### config.mk
export PLATFORM = sky130hd
export DESIGN_NAME = tpc_press_post
export DESIGN_NICKNAME = d
export VERILOG_FILES = /design/src/hdl/tpc_pkg.sv /design/src/hdl/tpc_press_post.sv
export SDC_FILE = /design/constraint.sdc
export NUM_CORES = 2
export LEC_CHECK = 0
export BUFFER_PORTS_ARGS = -buffer_cell sky130_fd_sc_hd__buf_2
export CAP_MARGIN = 20
export CORE_MARGIN = 1.5
export CORE_UTILIZATION = 55
export CTS_BUF_LIST = sky130_fd_sc_hd__clkbuf_16
export DETAILED_ROUTE_END_ITERATION = 10
export PLACE_DENSITY_LB_ADDON = 0.3
export REMOVE_ABC_BUFFERS = 1
export SYNTH_ARGS = -nofsm -noshare
export SYNTH_HDL_FRONTEND = slang
export SYNTH_SLANG_ARGS = --single-unit
### constraint.sdc
create_clock -name clk -period 12.18 [get_ports clk]
set_input_delay 0.609 -clock clk [delete_from_list [all_inputs] [get_ports clk]]
set_output_delay 0.609 -clock clk [all_outputs]
set_load 0.02 [all_outputs]
### src/hdl/tpc_pkg.sv
// shared types, constants and helpers for the temperature and pressure compensation block
// no dependencies; used by every module in hdl
`default_nettype none
package tpc_pkg;

	localparam logic [31:0] OFFSET_FINE = 32'd64000;
	localparam logic [31:0] PRESS_BASE  = 32'd1048576;
	localparam logic [31:0] PRESS_SCALE = 32'd3125;
	localparam logic [31:0] DIV_BIAS    = 32'd32768;
	localparam logic [31:0] ROUND_HALF  = 32'd128;
	localparam logic [31:0] TEMP_MUL    = 32'd5;
	localparam int          DIV_STAGES  = 32;

	// register indexes of the configuration port
	localparam logic [3:0] REG_T1     = 4'd0;
	localparam logic [3:0] REG_T2     = 4'd1;
	localparam logic [3:0] REG_T3     = 4'd2;
	localparam logic [3:0] REG_P1     = 4'd3;
	localparam logic [3:0] REG_P2_P4  = 4'd4;
	localparam logic [3:0] REG_P5_P6  = 4'd5;
	localparam logic [3:0] REG_P7_P8  = 4'd6;
	localparam logic [3:0] REG_P9     = 4'd7;

	// calibration set as seen by the datapath
	typedef struct packed {
		logic [15:0] t1;
		logic [15:0] t2;
		logic [15:0] t3;
		logic [15:0] p1;
		logic [15:0] p2;
		logic [15:0] p3;
		logic [15:0] p4;
		logic [15:0] p5;
		logic [15:0] p6;
		logic [15:0] p7;
		logic [15:0] p8;
		logic [15:0] p9;
	} coef_t;

	// temperature results and pressure status riding along the pressure path
	typedef struct packed {
		logic [15:0] cent;
		logic [31:0] fine;
		logic        pvalid;
		logic        post;
	} side_t;

	// arithmetic right shift of a 32-bit pattern
	function automatic logic [31:0] asr(input logic [31:0] v, input logic [4:0] s);
		return $unsigned($signed(v) >>> s);
	endfunction

	// sign-extend a 16-bit coefficient
	function automatic logic [31:0] sx16(input logic [15:0] v);
		return {{16{v[15]}}, v};
	endfunction

endpackage
`default_nettype wire

### src/hdl/tpc_press_post.sv
// final pressure correction stages and the output register
// depends on tpc_pkg
`default_nettype none
module tpc_press_post (
	input  wire logic           clk,
	input  wire logic           arst_n,
	input  wire logic           en,
	input  wire tpc_pkg::coef_t coef,
	input  wire logic           vin,
	input  wire logic [31:0]    pres,
	input  wire tpc_pkg::side_t side,
	output logic                vout,
	output logic [15:0]         cent,
	output logic [31:0]         fine,
	output logic [31:0]         press,
	output logic                pvalid
);
	logic [2:0]  v_s;
	logic [31:0] p_s1, u_s1, w_s1;
	logic [31:0] p_s2, m_s2, b_s2;
	logic [31:0] p_s3;
	tpc_pkg::side_t sd_s1, sd_s2, sd_s3;
	logic [31:0] p3x;

	assign p3x = {3'd0, pres[31:3]};

	// valid bits
	always_ff @(posedge clk or negedge arst_n) begin
		if (!arst_n) begin
			v_s <= '0;
		end else if (en) begin
			v_s <= {v_s[1:0], vin};
		end
	end

	// datapath
	always_ff @(posedge clk) begin
		if (en) begin
			p_s1  <= pres;
			u_s1  <= p3x * p3x;
			w_s1  <= {2'd0, pres[31:2]} * tpc_pkg::sx16(coef.p8);
			sd_s1 <= side;

			p_s2  <= p_s1;
			m_s2  <= tpc_pkg::sx16(coef.p9) * {13'd0, u_s1[31:13]};
			b_s2  <= tpc_pkg::asr(w_s1, 5'd13);
			sd_s2 <= sd_s1;

			p_s3  <= sd_s2.pvalid
				? p_s2 + tpc_pkg::asr(tpc_pkg::asr(m_s2, 5'd12) + b_s2
					+ tpc_pkg::sx16(coef.p7), 5'd4)
				: 32'd0;
			sd_s3 <= sd_s2;
		end
	end

	assign vout   = v_s[2];
	assign cent   = sd_s3.cent;
	assign fine   = sd_s3.fine;
	assign press  = p_s3;
	assign pvalid = sd_s3.pvalid;
endmodule
`default_nettype wire

==> out/results.ini <==
[min_path]
hold_path.class=input pin to register

[routing]
wl_met3_mm=6.59
viasPerCell=5.27
firstDrtPassIters=6
vias=29613
wl_met2_mm=51.4
drc=0
postRouteWirelength_mm=103
ant_nets=0
drt-initial-drc-count=1691
highest_layer=met4
wl_per_cell_um=18.3
wl_met1_mm=42.0

[timing]
slew_headroom=0.290
min_period_over_period=0.636
hold_ws_ns=0.241
finalClockSkew_ns=0.00903
final_max_slew_viol_count=0
finalSetupViolCount=0
fin_crit_ns=7.75
fmax_mhz=129
tightest_slew_ns=1.06
hold_viol=0
tns_ns=0
rsz0062_at_grt=no

[floorplanning]
start_util=0.558
die_area_um2=85500
core_area_um2=82500
io_pins=360
die_x_um=292
die_y_um=292
rows=105

[clock_tree]
htree_levels=2
clockBufferDepth=3
clock_latency_ns=0.54
post_cts_buffers=0
cts_tree=yes
cts-buffers-inserted=35
clock_sinks=323
cts-root-buf=clkbuf_16
clk_pin_slew_ns=0.07

[critical_path]
crit_top_cell=fa_1
startpoint=pres[11]
cp-end-kind=register
critPathArrivalTime_ns=8.03
crit_cells=26
worstPathRequired_ns=12.46
cp_top_family=adder cells
worstSetupPathType=input pin to register
startpoint_type=input pin
worstRegToRegCells=22
rr_startpoint=u_s1[23]
slowest_stage=or4_1
crit_buf_inv=6
rr_endpoint=m_s2[31]
critical-path-max-stage-delay_ns=0.56
cp-endpoint=u_s1[31]
r2r_slack_ns=5.30
worstPathMaxFanout=22

[synthesis]
async_reset_ff_frac=0.00929
synthCells=4418
synth_area_um2=46100
ys_ff_latch=323
synth_compound_area_frac=0.0350
syn_avg_cell_area_um2=10.4
yosysSeqAreaShare=0.210
synth-xor-area-share=0.0272
synth_top_family_by_area=adder cells
synthAdderAreaFrac=0.500
synthSimpleGateAreaFrac=0.121
synth_edf_count=320
ys.flop_type=edfxtp_1
muxShareOfSynthArea=0.00117
synth_cell_types=70
synth-warning-count=0

[run]
maxCapViolCount=0

[layout]
fin_nets=6084
area_delta_synth_final_pct=6.75
finalNonFillerCells=5618
nFillCells=6882
final_util=0.596
multi_input_area_um2=31500
drive_gt1_frac=0.0704
regArea_um2=9680

[global_route]
first_global_vias=32233
grt_pass1_wl_mm=168
grt_remaining_overflow=0
grt_start_max_net_pins=100
antenna_found_initial=5
grtUsageTotal=0.253

[run_status]
outcome=finished clean

[placed_design]
gp_congestion=0.864
placedCellCount=5550
dp_hpwl_mm=78.2
numPortBuffers=214

-- state kept, by name, indices dropped and copies added, names as in the netlist --
signal	flops
b_s2	19
cent	16
fine	32
m_s2	20
p_s1	32
p_s2	32
press	32
pvalid	1
sd_s1	49
sd_s2	49
u_s1	19
v_s	3
w_s1	19
-- cells by family after synthesis --
| family | count (synthesis) |
|---|---|
| flops | 323 |
| mux | 5 |
| compound gates | 237 |
| fa+ha+maj | 1288 |
| buf+inv | 1288 |
| simple gates | 1134 |
| xor+xnor | 143 |
-- cell usage in the layout, fill, tap and decap left out, types with 23 or more instances in the layout --
| cell type | synthesis | routed |
|---|---|---|
| a21o_1 | 39 | 39 |
| a21oi_1 | 77 | 77 |
| and2_1 | 414 | 414 |
| buf_2 | 3 | 213 |
| clkbuf_16 | 0 | 35 |
| edfxtp_1 | 320 | 320 |
| fa_1 | 923 | 923 |
| ha_1 | 365 | 365 |
| inv_1 | 1115 | 1119 |
| nand2_1 | 511 | 511 |
| nand2b_1 | 33 | 33 |
| nor2_1 | 93 | 93 |
| o21a_1 | 23 | 23 |
| o21ai_0 | 36 | 36 |
| xnor2_1 | 101 | 101 |
| xor2_1 | 42 | 42 |
-- timing repair --
action                                 4_1_cts  5_1_grt
resized for setup                            0        0
setup endpoints to repair                    0        0
endpoints found under the hold margin        3        0
hold buffers                                 1        0
-- how the worst min path moves through the flow --
stage               startpoint         to  slack (ns)  depth (start not counted)
finish                side[26]  sd_s1[26]        0.24                          1
global route          side[26]  sd_s1[26]        0.21                          1
CTS                   side[26]  sd_s1[26]        0.21                          1
detailed placement   sd_s2[36]    cent[2]        0.40                          0
global placement     sd_s1[15]  sd_s2[15]        0.40                          0
floorplan               arst_n     v_s[0]        0.31                          0
-- through the flow --
step                      worst slack, ns  area, um2
after global placement               3.94      48000
after floorplan                      5.18      45400
after global routing                 4.19      49200
after detailed placement             3.91      48000
after CTS                            4.47      49200
final                                4.43      49200
-- area by class of cell --
cell class                 instances  share of cell area
inverter                        1116              0.0852
tap                             1070              0.0272
timing repair buffer             235              0.0252
sequential                       323               0.197
multi-input combinational       2807               0.641
clock buffer                      35              0.0178
antenna                            4            0.000204
clock inverter                    28             0.00603
-- layer usage --
metal  global-route usage  up-vias
li1                     -    13361
met1                0.333    15162
met2                0.440      922
met3               0.0351      168
met4               0.0666        0
met5                    0        -
-- Yosys cell counts (5+ instances only) --
cell	count	share of area
a211oi_1	5	0.00082
a21o_1	39	0.0064
a21oi_1	77	0.0084
a31oi_1	6	0.00082
and2_1	414	0.056
and3_1	11	0.0015
and4_1	5	0.00095
clkbuf_1	167	0.014
edfxtp_1	320	0.21
fa_1	923	0.40
ha_1	365	0.099
inv_1	1115	0.091
nand2_1	511	0.042
nand2b_1	33	0.0045
nand3_1	11	0.0012
nand4_1	13	0.0018
nor2_1	93	0.0076
nor2b_1	11	0.0015
nor3_1	20	0.0022
o21a_1	23	0.0037
o21ai_0	36	0.0039
xnor2_1	101	0.019
xor2_1	42	0.0080
Power is not shown: default switching activity piles up to over one toggle a cycle in this logic, so the estimate is an artifact.
