`src/hdl/tpc_pkg.sv`:
```
// shared types, constants and helpers for the temperature and pressure compensation block
// no dependencies; used by every module in hdl
`default_nettype none
package tpc_pkg;

	localparam logic [31:0] OFFSET_FINE = 32'd64000;
	localparam logic [31:0] PRESS_BASE  = 32'd1048576;
	localparam logic [31:0] PRESS_SCALE = 32'd3125;
	localparam logic [31:0] DIV_BIAS    = 32'd32768;
	localparam logic [31:0] ROUND_HALF  = 32'd128;
	localparam logic [31:0] TEMP_MUL    = 32'd5;
	localparam int          DIV_STAGES  = 32;

	// register indexes of the configuration port
	localparam logic [3:0] REG_T1     = 4'd0;
	localparam logic [3:0] REG_T2     = 4'd1;
	localparam logic [3:0] REG_T3     = 4'd2;
	localparam logic [3:0] REG_P1     = 4'd3;
	localparam logic [3:0] REG_P2_P4  = 4'd4;
	localparam logic [3:0] REG_P5_P6  = 4'd5;
	localparam logic [3:0] REG_P7_P8  = 4'd6;
	localparam logic [3:0] REG_P9     = 4'd7;

	// calibration set as seen by the datapath
	typedef struct packed {
		logic [15:0] t1;
		logic [15:0] t2;
		logic [15:0] t3;
		logic [15:0] p1;
		logic [15:0] p2;
		logic [15:0] p3;
		logic [15:0] p4;
		logic [15:0] p5;
		logic [15:0] p6;
		logic [15:0] p7;
		logic [15:0] p8;
		logic [15:0] p9;
	} coef_t;

	// temperature results and pressure status riding along the pressure path
	typedef struct packed {
		logic [15:0] cent;
		logic [31:0] fine;
		logic        pvalid;
		logic        post;
	} side_t;

	// arithmetic right shift of a 32-bit pattern
	function automatic logic [31:0] asr(input logic [31:0] v, input logic [4:0] s);
		return $unsigned($signed(v) >>> s);
	endfunction

	// sign-extend a 16-bit coefficient
	function automatic logic [31:0] sx16(input logic [15:0] v);
		return {{16{v[15]}}, v};
	endfunction

endpackage
`default_nettype wire

```
`src/hdl/tpc_temp.sv`:
```
// temperature compensation stages one to four, producing the fine temperature
// depends on tpc_pkg
`default_nettype none
module tpc_temp (
	input  wire logic          clk,
	input  wire logic          arst_n,
	input  wire logic          en,
	input  wire tpc_pkg::coef_t coef,
	input  wire logic          vin,
	input  wire logic [19:0]   raw_t,
	input  wire logic [19:0]   raw_p,
	output logic               vout,
	output logic [31:0]        fine,
	output logic [19:0]        rp
);
	logic [3:0]  v_s;
	logic [31:0] x1_s1, d_s1;
	logic [31:0] a0_s2, dd_s2;
	logic [31:0] a_s3, b0_s3;
	logic [31:0] fine_s4;
	logic [19:0] rp_s1, rp_s2, rp_s3, rp_s4;
	logic [31:0] t1x;

	assign t1x = {16'd0, coef.t1};

	// valid bits
	always_ff @(posedge clk or negedge arst_n) begin
		if (!arst_n) begin
			v_s <= '0;
		end else if (en) begin
			v_s <= {v_s[2:0], vin};
		end
	end

	// datapath
	always_ff @(posedge clk) begin
		if (en) begin
			x1_s1   <= {15'd0, raw_t[19:3]} - {t1x[30:0], 1'b0};
			d_s1    <= {16'd0, raw_t[19:4]} - t1x;
			rp_s1   <= raw_p;
			a0_s2   <= x1_s1 * tpc_pkg::sx16(coef.t2);
			dd_s2   <= d_s1 * d_s1;
			rp_s2   <= rp_s1;
			a_s3    <= tpc_pkg::asr(a0_s2, 5'd11);
			b0_s3   <= tpc_pkg::asr(dd_s2, 5'd12) * tpc_pkg::sx16(coef.t3);
			rp_s3   <= rp_s2;
			fine_s4 <= a_s3 + tpc_pkg::asr(b0_s3, 5'd14);
			rp_s4   <= rp_s3;
		end
	end

	assign vout = v_s[3];
	assign fine = fine_s4;
	assign rp   = rp_s4;
endmodule
`default_nettype wire

```
`config.mk`:
```
export PLATFORM = sky130hd
export DESIGN_NAME = tpc_temp
export DESIGN_NICKNAME = d
export VERILOG_FILES = /design/src/hdl/tpc_pkg.sv /design/src/hdl/tpc_temp.sv
export SDC_FILE = /design/constraint.sdc
export NUM_CORES = 2
export LEC_CHECK = 0
export BUFFER_PORTS_ARGS = -buffer_cell sky130_fd_sc_hd__buf_2
export CAP_MARGIN = 40
export CORE_AREA = 2 2 365 367
export DETAILED_ROUTE_END_ITERATION = 7
export DIE_AREA = 0 0 367 369
export HOLD_SLACK_MARGIN = 0.03
export PLACE_DENSITY_LB_ADDON = 0.12
export SYNTH_ARGS = -nofsm -noshare
export SYNTH_HDL_FRONTEND = slang
export SYNTH_SLANG_ARGS = --single-unit
export TNS_END_PERCENT = 20
```
`constraint.sdc`:
```
create_clock -name clk -period 17.7 [get_ports clk]
set_input_delay 2.655 -clock clk [delete_from_list [all_inputs] [get_ports clk]]
set_output_delay 2.655 -clock clk [all_outputs]
set_load 0.01 [all_outputs]
```
==> results.ini <==
[synth]
synth_warnings=0
seq_area_frac_synth_pct=15.6
synth_fa_ha_area_share_pct=54.7
synth_ff_type=edfxtp_1
synth_edf_count=200
synthSimpleGateAreaFrac_pct=11.6
synth_cells=3821
synth.net_count=5251
ys_async_sr_fraction_pct=1.96
yosysUniqueCellTypes=64
synth_top_family_by_area=adder cells
synthXorXnorAreaFrac_pct=3.54
muxShareOfSynthArea_pct=0.141
synth_area_per_cell_um2=10.2
syn_area_um2=39100
synth-compound-area-share_pct=3.42
ys_ff_latch=204

[finish]
nNetsFinal=5313
drive_gt1_share_pct=6.38
regArea_um2=6110
layout_common_cells=inv_1, fa_1, nand2_1
area_growth_pct=9.12
final_common_cell=inv_1
fillers=13788
multi_input_area_um2=28700

[sta]
tightest_slew_ns=0.858
fin_crit_ns=8.83
relSlewSlack_pct=42.8
drv_slew=0
fin_skew_ns=0.0151
rsz0062_at_grt=no
setup_viol=0
min_period_over_period_pct=49.9
finalHoldViolations=0
setup_tns_ns=0
timing.fmax_mhz=113

[floorplanning]
start_util_pct=29.8
rows=133
num_io_pins=289
chipWidth_um=367
die_h_um=369
dieArea_um2=135000
core_um2=131000

[worst_setup_path]
critPathBufInv=6
endpoint_kind=flip-flop
worstSetupStartpointType=input port
max_stage_delay_ns=0.54
timing.rr.end=dd_s2[31]
worstPathRequired_ns=18.04
critical_path_peak_fanout=20
rr_startpoint=x1_s1[3]
reg2reg_depth=22
critPathKind=input port to flip-flop
slowest_stage=fa_1
critPathArrivalTime_ns=9.17
r2r_slack_ns=10.08
worstPathCellList=buf_2, nand2_1, fa_1, inv_1, fa_1, inv_1, fa_1, inv_1, fa_1, inv_1, fa_1, inv_1, fa_1, ha_1, a2111o_1, a211o_1, a21oi_1, o21a_2, o211ai_1, nand2_2, a21o_1, nand2b_1, a21oi_2, xnor2_1
cp_top_family=adder cells
crit_top_cell=fa_1

[clock_network]
cts_resized=0
cts.reportedPaths.clkPinSlew_ns=0.06
clock_latency_ns=0.59
numCtsBuffers=27
clockBufferDepth=3
htree_levels=1
cts_root_buf=clkbuf_16
tritoncts=built
cts.sinks=204
hold_buffers=0
post_cts_buffers=0

[placement]
place.gp.congestion=0.772
portBuffers=141
dpl.hpwl_mm=77.8

[global_route]
antenna_found_initial=6
grt_usage_pct=14.7
grt_start_max_net_pins=76
grt_pass1_vias=27102
grt_overflow=0
grt_pass1_wl_mm=155

[status]
status=finished, final reports clean

[route]
drt_iter0_drc=950
routed_wl_mm=96.2
vias=24283
ant_nets=0
via_per_inst=4.29
drtPass1Iterations=5
drc=0
routedWlPerCell_um=17.0

[run]
max_cap_violations=0

[worst_hold_path]
min_path_cells=0
holdPathEnd=a_s3[20]
hold_path.startpoint=a0_s2[31]
min_path_type=flip-flop to flip-flop

[cell families (layout without fill, tap and decap cells)]
| kind of cell | after synthesis | in the layout |
|---|---|---|
| other | 0 | 6 |
| XOR/XNOR | 158 | 158 |
| AO/OA/AOI/OAI | 194 | 194 |
| adder cells (fa/ha/maj) | 1195 | 1195 |
| multiplexers | 5 | 5 |
| AND/OR/NAND/NOR | 933 | 933 |
| buffers and inverters | 1132 | 1212 |
| flip-flops | 204 | 204 |
[sequential cells by signal (all words and copies together), names as in the netlist]
| name | count |
|---|---|
| x1_s1 | 18 |
| rp_s2 | 20 |
| rp | 20 |
| a_s3 | 21 |
| fine | 22 |
| rp_s3 | 20 |
| a0_s2 | 21 |
| rp_s1 | 20 |
| dd_s2 | 20 |
| v_s | 4 |
| b0_s3 | 18 |
[worst max path at each step]
stage / startpoint / slack (ns) / end / depth (start not counted)
detailed placement: coef[146] / 8.16 / b0_s3[30] / 24
floorplan: coef[145] / 8.99 / b0_s3[24] / 25
finish: coef[146] / 8.87 / b0_s3[30] / 24
global placement: coef[146] / 8.19 / b0_s3[30] / 24
CTS: coef[146] / 8.80 / b0_s3[30] / 24
global route: coef[146] / 8.52 / b0_s3[30] / 24
[Yosys cell counts, types with 3 or more instances]
cell type | number | area share, %
a21boi_0 | 5 | 0.096
a21o_1 | 27 | 0.52
a21oi_1 | 55 | 0.70
a21oi_2 | 6 | 0.13
a221oi_1 | 3 | 0.067
a311oi_1 | 4 | 0.090
a31o_2 | 5 | 0.11
a31oi_1 | 4 | 0.064
a41o_1 | 3 | 0.077
and2_1 | 304 | 4.9
and3_1 | 8 | 0.13
buf_4 | 10 | 0.19
clkbuf_1 | 129 | 1.2
dfrtp_1 | 4 | 0.26
edfxtp_1 | 200 | 15
fa_1 | 860 | 44
ha_1 | 334 | 11
inv_1 | 988 | 9.5
mux2_2 | 4 | 0.12
nand2_1 | 429 | 4.1
nand2b_1 | 30 | 0.48
nand3_1 | 16 | 0.20
nand4_1 | 7 | 0.11
nor2_1 | 79 | 0.76
nor2b_1 | 20 | 0.32
nor3_1 | 24 | 0.31
nor4_1 | 3 | 0.048
o2111ai_1 | 3 | 0.067
o211ai_1 | 4 | 0.077
o21a_1 | 16 | 0.31
o21ai_0 | 27 | 0.35
o21ai_1 | 3 | 0.038
o21bai_1 | 6 | 0.12
or2_2 | 6 | 0.096
or3_1 | 3 | 0.048
xnor2_1 | 126 | 2.8
xor2_1 | 32 | 0.72
[per-layer routing]
metal	part of all wire, %	routed length [um]	vias to the layer above	track usage [%]
met5	0.022	21	-	0
met4	1.4	1300	4	2.06
met3	2.4	2310	63	1.18
met2	49	47400	251	25.4
met1	47	45200	12544	20.5
li1	-	-	11421	-
[area by class of cell]
cell class                      instances  area share (%)
Multi-Input combinational cell       2485            67.3
Sequential cell                       204            14.3
Inverter                              990            8.71
Tap cell                             1755            5.15
Timing Repair Buffer                  175            2.42
Clock buffer                           34            1.72
Clock inverter                         13           0.402
Antenna cell                            6          0.0352
[stage by stage]
step	hold WS (ns)	cell area [um^2]	instances	utilization (%)	setup WS [ns]
3_3_place_gp	0.400	41700	5605	31.8	8.19
3_5_place_dp	0.405	41700	5609	31.8	8.16
4_1_cts	0.413	42700	5656	32.5	8.80
6_report	0.411	42700	5662	32.5	8.87
5_1_grt	0.411	42700	5656	32.5	8.52
2_1_floorplan	0.400	39100	3821	-	8.99
Power is left out: the tool's default activity adds up to more than one toggle a clock period on the data nets, which glitch-free logic cannot reach.
